## config.mk

```make
export PLATFORM = sky130hd
export DESIGN_NAME = segment_list_coalesce_compact
export DESIGN_NICKNAME = d
export VERILOG_FILES = /design/src/design/slcc_pkg.sv /design/src/design/slcc_front.sv /design/src/design/slcc_fifo.sv /design/src/design/slcc_back.sv /design/src/design/segment_list_coalesce_compact.sv
export SDC_FILE = /design/constraint.sdc
export NUM_CORES = 1
export LEC_CHECK = 0
export BUFFER_PORTS_ARGS = -buffer_cell sky130_fd_sc_hd__buf_2
export CORE_UTILIZATION = 39
export CTS_CLUSTER_SIZE = 10
export DETAILED_ROUTE_END_ITERATION = 8
export PLACE_DENSITY_LB_ADDON = 0.08
export SYNTH_ARGS = -nofsm -noshare
export SYNTH_HDL_FRONTEND = slang
export SYNTH_HIERARCHICAL = 1
export SYNTH_SLANG_ARGS = --single-unit
```

## constraint.sdc

```tcl
create_clock -name clk -period 10.75 [get_ports clk]
set_input_delay 1.6125 -clock clk [delete_from_list [all_inputs] [get_ports clk]]
set_output_delay 1.6125 -clock clk [all_outputs]
set_load 0.005 [all_outputs]
```

## src/design/slcc_pkg.sv

```systemverilog
// ----------------------------------------------------------------------------
// slcc_pkg
// Shared widths, result types and saturating add for the segment list
// coalesce / compact block.
// ----------------------------------------------------------------------------
package slcc_pkg;

  localparam int ADDR_BITS = 16;
  localparam int PID_BITS  = 8;
  localparam int Q_DEPTH   = 4;
  localparam int Q_PTR_W   = $clog2(Q_DEPTH);

  localparam logic MODE_MERGE   = 1'b0;
  localparam logic MODE_COMPACT = 1'b1;

  typedef logic [ADDR_BITS-1:0] addr_t;
  typedef logic [PID_BITS-1:0]  pid_t;

  typedef struct packed {
    logic  hole;
    pid_t  pid;
    addr_t base;
    addr_t size;
    logic  last;
  } seg_res_t;

  // one queue entry: the results caused by one accepted item
  typedef struct packed {
    logic     two;
    seg_res_t r0;
    seg_res_t r1;
  } res_pair_t;

  typedef struct packed {
    logic full;
    logic empty;
  } q_status_t;

  function automatic addr_t sat_add(input addr_t a, input addr_t b);
    logic [ADDR_BITS:0] s;
    s = {1'b0, a} + {1'b0, b};
    if (s[ADDR_BITS]) begin
      return {ADDR_BITS{1'b1}};
    end
    return s[ADDR_BITS-1:0];
  endfunction

endpackage

```

## src/design/slcc_front.sv

```systemverilog
// ----------------------------------------------------------------------------
// slcc_front
// Accepts segments, tracks the hole run / packing state and builds the
// results of each segment that causes any as one queue entry.
// ----------------------------------------------------------------------------
module slcc_front (
  input  logic                clk,
  input  logic                rst,
  input  logic                mode,
  input  logic                in_valid,
  output logic                in_ready,
  input  logic                is_hole,
  input  slcc_pkg::pid_t      process_id,
  input  slcc_pkg::addr_t     seg_base,
  input  slcc_pkg::addr_t     seg_size,
  input  logic                in_last,
  input  slcc_pkg::q_status_t q_status,
  output logic                push,
  output slcc_pkg::res_pair_t push_data
);
  import slcc_pkg::*;

  logic  hole_active, hole_active_next;
  addr_t hole_start, hole_start_next;
  addr_t hole_total, hole_total_next;
  logic  process_seen, process_seen_next;
  addr_t packed_end, packed_end_next;

  logic      accept;
  logic      emit;
  res_pair_t pair;
  addr_t     pb;
  addr_t     pe;

  assign in_ready = !q_status.full;
  assign accept   = in_valid && in_ready;

  always_comb begin
    hole_active_next  = hole_active;
    hole_start_next   = hole_start;
    hole_total_next   = hole_total;
    process_seen_next = process_seen;
    packed_end_next   = packed_end;
    emit              = 1'b0;
    pair              = '0;
    pb                = hole_active ? packed_end : seg_base;
    pe                = sat_add(pb, seg_size);

    if (is_hole) begin
      hole_active_next = 1'b1;
      if (!hole_active) begin
        hole_start_next = seg_base;
        hole_total_next = seg_size;
      end else begin
        hole_total_next = sat_add(hole_total, seg_size);
      end
      if (in_last) begin
        emit         = 1'b1;
        pair.r0.hole = 1'b1;
        pair.r0.base = (mode == MODE_COMPACT && process_seen) ? packed_end
                                                               : hole_start_next;
        pair.r0.size = hole_total_next;
        pair.r0.last = 1'b1;
      end
    end else if (mode == MODE_MERGE) begin
      emit = 1'b1;
      if (hole_active) begin
        // pending hole run goes out ahead of the process
        pair.two     = 1'b1;
        pair.r0.hole = 1'b1;
        pair.r0.base = hole_start;
        pair.r0.size = hole_total;
        pair.r1.pid  = process_id;
        pair.r1.base = seg_base;
        pair.r1.size = seg_size;
        pair.r1.last = in_last;
        hole_active_next = 1'b0;
        hole_total_next  = '0;
      end else begin
        pair.r0.pid  = process_id;
        pair.r0.base = seg_base;
        pair.r0.size = seg_size;
        pair.r0.last = in_last;
      end
    end else begin
      emit              = 1'b1;
      packed_end_next   = pe;
      process_seen_next = 1'b1;
      pair.r0.pid       = process_id;
      pair.r0.base      = pb;
      pair.r0.size      = seg_size;
      if (in_last && hole_active) begin
        // gathered hole follows the last process
        pair.two     = 1'b1;
        pair.r1.hole = 1'b1;
        pair.r1.base = pe;
        pair.r1.size = hole_total;
        pair.r1.last = 1'b1;
      end else begin
        pair.r0.last = in_last;
      end
    end

    if (in_last) begin
      hole_active_next  = 1'b0;
      hole_start_next   = '0;
      hole_total_next   = '0;
      process_seen_next = 1'b0;
      packed_end_next   = '0;
    end
  end

  assign push      = accept && emit;
  assign push_data = pair;

  always_ff @(posedge clk) begin
    if (rst) begin
      hole_active  <= 1'b0;
      hole_start   <= '0;
      hole_total   <= '0;
      process_seen <= 1'b0;
      packed_end   <= '0;
    end else if (accept) begin
      hole_active  <= hole_active_next;
      hole_start   <= hole_start_next;
      hole_total   <= hole_total_next;
      process_seen <= process_seen_next;
      packed_end   <= packed_end_next;
    end
  end

endmodule

```

## src/design/slcc_fifo.sv

```systemverilog
// ----------------------------------------------------------------------------
// slcc_fifo
// Short queue of result entries between the front and back parts.
// ----------------------------------------------------------------------------
module slcc_fifo (
  input  logic                clk,
  input  logic                rst,
  input  logic                push,
  input  slcc_pkg::res_pair_t push_data,
  input  logic                pop,
  output slcc_pkg::res_pair_t head,
  output slcc_pkg::q_status_t status
);
  import slcc_pkg::*;

  res_pair_t                mem [Q_DEPTH];
  logic [Q_PTR_W-1:0]       wr_ptr;
  logic [Q_PTR_W-1:0]       rd_ptr;
  logic [Q_PTR_W:0]         count;

  assign status.full  = (count == (Q_PTR_W+1)'(Q_DEPTH));
  assign status.empty = (count == '0);
  assign head         = mem[rd_ptr];

  always_ff @(posedge clk) begin
    if (push) begin
      mem[wr_ptr] <= push_data;
    end
  end

  always_ff @(posedge clk) begin
    if (rst) begin
      wr_ptr <= '0;
      rd_ptr <= '0;
      count  <= '0;
    end else begin
      if (push) begin
        wr_ptr <= wr_ptr + 1'b1;
      end
      if (pop) begin
        rd_ptr <= rd_ptr + 1'b1;
      end
      case ({push, pop})
        2'b10:   count <= count + 1'b1;
        2'b01:   count <= count - 1'b1;
        default: count <= count;
      endcase
    end
  end

endmodule

```

## src/design/slcc_back.sv

```systemverilog
// ----------------------------------------------------------------------------
// slcc_back
// Drains entries one result per cycle into the output register unless stalled.
// ----------------------------------------------------------------------------
module slcc_back (
  input  logic                clk,
  input  logic                rst,
  input  slcc_pkg::res_pair_t head,
  input  slcc_pkg::q_status_t q_status,
  output logic                pop,
  output logic                out_valid,
  input  logic                out_ready,
  output logic                out_hole,
  output slcc_pkg::pid_t      out_process,
  output slcc_pkg::addr_t     out_base,
  output slcc_pkg::addr_t     out_size,
  output logic                out_last
);
  import slcc_pkg::*;

  logic     second;
  logic     load;
  seg_res_t cur;
  seg_res_t res;

  assign load = !q_status.empty && (!out_valid || out_ready);
  assign cur  = second ? head.r1 : head.r0;
  assign pop  = load && (second || !head.two);

  always_ff @(posedge clk) begin
    if (rst) begin
      out_valid <= 1'b0;
      second    <= 1'b0;
    end else begin
      if (load) begin
        out_valid <= 1'b1;
        second    <= !second && head.two;
      end else if (out_ready) begin
        out_valid <= 1'b0;
      end
    end
  end

  always_ff @(posedge clk) begin
    if (load) begin
      res <= cur;
    end
  end

  assign out_hole    = res.hole;
  assign out_process = res.pid;
  assign out_base    = res.base;
  assign out_size    = res.size;
  assign out_last    = res.last;

endmodule

```

## src/design/segment_list_coalesce_compact.sv

```systemverilog
// ----------------------------------------------------------------------------
// segment_list_coalesce_compact
// Merges adjacent holes or compacts processes over an ordered segment list.
// ----------------------------------------------------------------------------
// channel  direction  handshake              payload
// cfg      in         cfg_valid / cfg_ready  cfg_data (mode)
// in       in         in_valid / in_ready    is_hole process_id seg_base
//                                            seg_size in_last
// out      out        out_valid / out_ready  out_hole out_process out_base
//                                            out_size out_last
//
// A segment is accepted every cycle while the four-entry result queue has
// room. Each result moves from the queue head into the output register,
// one result per cycle while out_ready is high, so a segment causing two
// results gives two outputs. rst clears the list state, the queue
// and mode. Output stalls fill the queue and then hold in_ready low.
// ----------------------------------------------------------------------------
module segment_list_coalesce_compact (
  input  logic            clk,
  input  logic            rst,
  input  logic            cfg_valid,
  output logic            cfg_ready,
  input  logic            cfg_data,
  input  logic            in_valid,
  output logic            in_ready,
  input  logic            is_hole,
  input  slcc_pkg::pid_t  process_id,
  input  slcc_pkg::addr_t seg_base,
  input  slcc_pkg::addr_t seg_size,
  input  logic            in_last,
  output logic            out_valid,
  input  logic            out_ready,
  output logic            out_hole,
  output slcc_pkg::pid_t  out_process,
  output slcc_pkg::addr_t out_base,
  output slcc_pkg::addr_t out_size,
  output logic            out_last
);
  import slcc_pkg::*;

  logic      mode;
  logic      push;
  logic      pop;
  res_pair_t push_data;
  res_pair_t head;
  q_status_t q_status;

  assign cfg_ready = 1'b1;

  always_ff @(posedge clk) begin
    if (rst) begin
      mode <= MODE_MERGE;
    end else if (cfg_valid && cfg_ready) begin
      mode <= cfg_data;
    end
  end

  slcc_front u_front (
    .clk        (clk),
    .rst        (rst),
    .mode       (mode),
    .in_valid   (in_valid),
    .in_ready   (in_ready),
    .is_hole    (is_hole),
    .process_id (process_id),
    .seg_base   (seg_base),
    .seg_size   (seg_size),
    .in_last    (in_last),
    .q_status   (q_status),
    .push       (push),
    .push_data  (push_data)
  );

  slcc_fifo u_fifo (
    .clk       (clk),
    .rst       (rst),
    .push      (push),
    .push_data (push_data),
    .pop       (pop),
    .head      (head),
    .status    (q_status)
  );

  slcc_back u_back (
    .clk         (clk),
    .rst         (rst),
    .head        (head),
    .q_status    (q_status),
    .pop         (pop),
    .out_valid   (out_valid),
    .out_ready   (out_ready),
    .out_hole    (out_hole),
    .out_process (out_process),
    .out_base    (out_base),
    .out_size    (out_size),
    .out_last    (out_last)
  );

endmodule
```

==> out/qor.csv <==
metric,value,unit
tightest_slew,1.12,ns
syn_area,20100,um^2
power,5.05,mW
core_area,50500,um^2
hold_viol,0,
slew_headroom,0.252,
cap_violations,0,
viasPerCell,5.49,
place_congestion,0.819,
grt_pass1_wl,74.1,mm
utilization,0.447,
status,completed,
vias,11767,
grt_usage,0.189,
pre_cts_ws,5.98,ns
synth_nets,1427,
drt_pass1_iterations,5,
grt_max_degree,62,
start_kind,register,
fin_skew,0.0135,ns
crit_fanout,43,
place_inst,2048,
fin_nets,1518,
clock_path_buffers,3,
cts.sinks,444,
timing.final.max_slew_violations,0,
cts_resized,0,
layout_common_cells,"edfxtp_1, nand2_1, buf_2",
io_pins,93,
drive_gt1_frac,0.224,
h-tree-depth,2,
ctsHoldBuffers,0,
diodes,0,
synth.avg_cell_area,15.0,um^2
tns,0,ns
p_per_area,224,nW/um^2
synthArstFlopShare,0,
ys_warn_count,6,
final_common_cell,edfxtp_1,
clockRootBuffer,clkbuf_16,
grt_setup_unrepaired,no,
ys_seq_elements,444,
holdWs,0.471,ns
cts_tree,done,
hpwl,29.5,mm
path_cells,buf_4 > nand2b_1 > nand2_1 > ha_1 > o21ai_1 > or4b_4 > o211ai_4 > nor2_1 > o21ai_0,
fillCellCount,4542,
cp-end-kind,register,
seq_area,12700,um^2
grt.overflow.total,0,
setup_violations,0,
hp-class,register to register,
fin_crit,4.25,ns
syn_to_final_growth,12.5,%
clock_latency,0.58,ns
cts_setup_buffers,0,
postRouteAntennaNets,0,
die_w,229,um
final_cells,2144,
first_iter_violations,921,
place_area,21000,um^2
start_util,0.397,
drc,0,
die_y,229,um
cts_buffers,52,
arrival,4.55,ns
fmax,235,MHz
leakagePower,7.77,nW
io_buffers,91,
rows,82,
vdd_drop_max,0.140,mV
path_clk_slew,0.05,ns
crit_slowest_cell,dfxtp_2,
crit_type,register to register,
multiInputGateArea,6820,um^2
max_stage_delay,0.76,ns
grt_pass1_vias,11695,
synth_top_flop_cell,edfxtp_1,
synth_cell_types,72,
syn_inst,1339,
wl,49.1,mm
antenna_found_initial,0,
stdcell_area,22600,um^2
die_area,52300,um^2
seq_area_frac_synth,0.634,
worstPathRequired,11.05,ns
worst_slack,6.50,ns
synth_edf_count,382,
wl_per_cell,22.9,um
fin_crit_sh,0.395,
sequential cells by signal, indices dropped and copies added (netlist names), 3 cells and up, named ones only:
register,cells
u_fifo/mem,340
u_back/out_base,16
u_back/out_process,8
u_front/hole_start,16
u_back/out_size,16
u_fifo/count,3
u_front/packed_end,16
u_front/hole_total,16
cells in the mapped netlist (6+ instances only):
| cell | n | area share |
|---|---|---|
| a22oi_1 | 21 | 0.0079 |
| o21a_1 | 6 | 0.0022 |
| nand2_1 | 140 | 0.026 |
| a21o_1 | 15 | 0.0056 |
| o21ai_1 | 18 | 0.0045 |
| buf_4 | 6 | 0.0022 |
| edfxtp_1 | 382 | 0.57 |
| nor3_1 | 11 | 0.0027 |
| nand2b_1 | 23 | 0.0072 |
| a21oi_1 | 36 | 0.0090 |
| dfxtp_1 | 62 | 0.062 |
| inv_1 | 18 | 0.0034 |
| clkbuf_1 | 31 | 0.0058 |
| nor2_1 | 56 | 0.010 |
| buf_1 | 9 | 0.0017 |
| buf_12 | 10 | 0.010 |
| o21ai_0 | 69 | 0.017 |
| and2_1 | 23 | 0.0072 |
| mux2i_1 | 17 | 0.0085 |
| mux2_4 | 39 | 0.029 |
| xor2_1 | 13 | 0.0057 |
| a22o_1 | 28 | 0.012 |
| o22ai_1 | 30 | 0.0094 |
| nand3_1 | 41 | 0.010 |
| ha_1 | 37 | 0.023 |
| nor2b_1 | 10 | 0.0031 |
| mux4_2 | 85 | 0.095 |
| xnor2_1 | 12 | 0.0052 |
| buf_2 | 11 | 0.0027 |
per-layer routing:
layer / global-route usage / wire, um / vias up
li1: - / - / 5427
met1: 0.268 / 23000 / 5999
met2: 0.303 / 23100 / 286
met3: 0.0324 / 2220 / 55
met4: 0.0455 / 787 / 0
met5: 0 / 0 / -
layout make-up:
cell class | instances | area share
clock buffer | 90 | 0.0658
clock inverter | 6 | 0.00189
inverter | 19 | 0.00316
multi-input combinational | 806 | 0.302
sequential | 444 | 0.564
tap | 672 | 0.0373
timing repair buffer | 107 | 0.0255
final timing paths:
kind / end / start / depth (start not counted) / slack [ns]
hold / removal: u_front/packed_end[1] / u_front/packed_end[1] / 2 / 0.47
setup / recovery: u_fifo/mem[3][25] / u_front/hole_active / 9 / 6.50
setup reg to reg: u_fifo/mem[3][25] / u_front/hole_active / 9 / 6.50
hold reg to reg: u_front/packed_end[1] / u_front/packed_end[1] / 2 / 0.47
worst max-delay path: cells and delay by family, from the launching register on:
kind            cells  cell delay (ns)
flops               1             0.76
compound gates      3             1.13
simple gates        4             1.04
fa+ha+maj           1             0.44
buf+inv             1             0.54
logic make-up after synthesis:
logic type	synth area share
flip-flops	0.634
AND/OR/NAND/NOR	0.0757
AO/OA/AOI/OAI	0.0906
multiplexers	0.135
buffers and inverters	0.0277
adder cells (fa/ha/maj)	0.0261
XOR/XNOR	0.0109
other	0.000187
power breakdown:
| part | switching, mW | internal [mW] |
|---|---|---|
| logic | 0.596 | 0.575 |
| clock network | 0.663 | 0.929 |
| registers | 0.120 | 2.16 |
| total | 1.38 | 3.67 |
No activity file was read; power rests on OpenSTA's default activity.
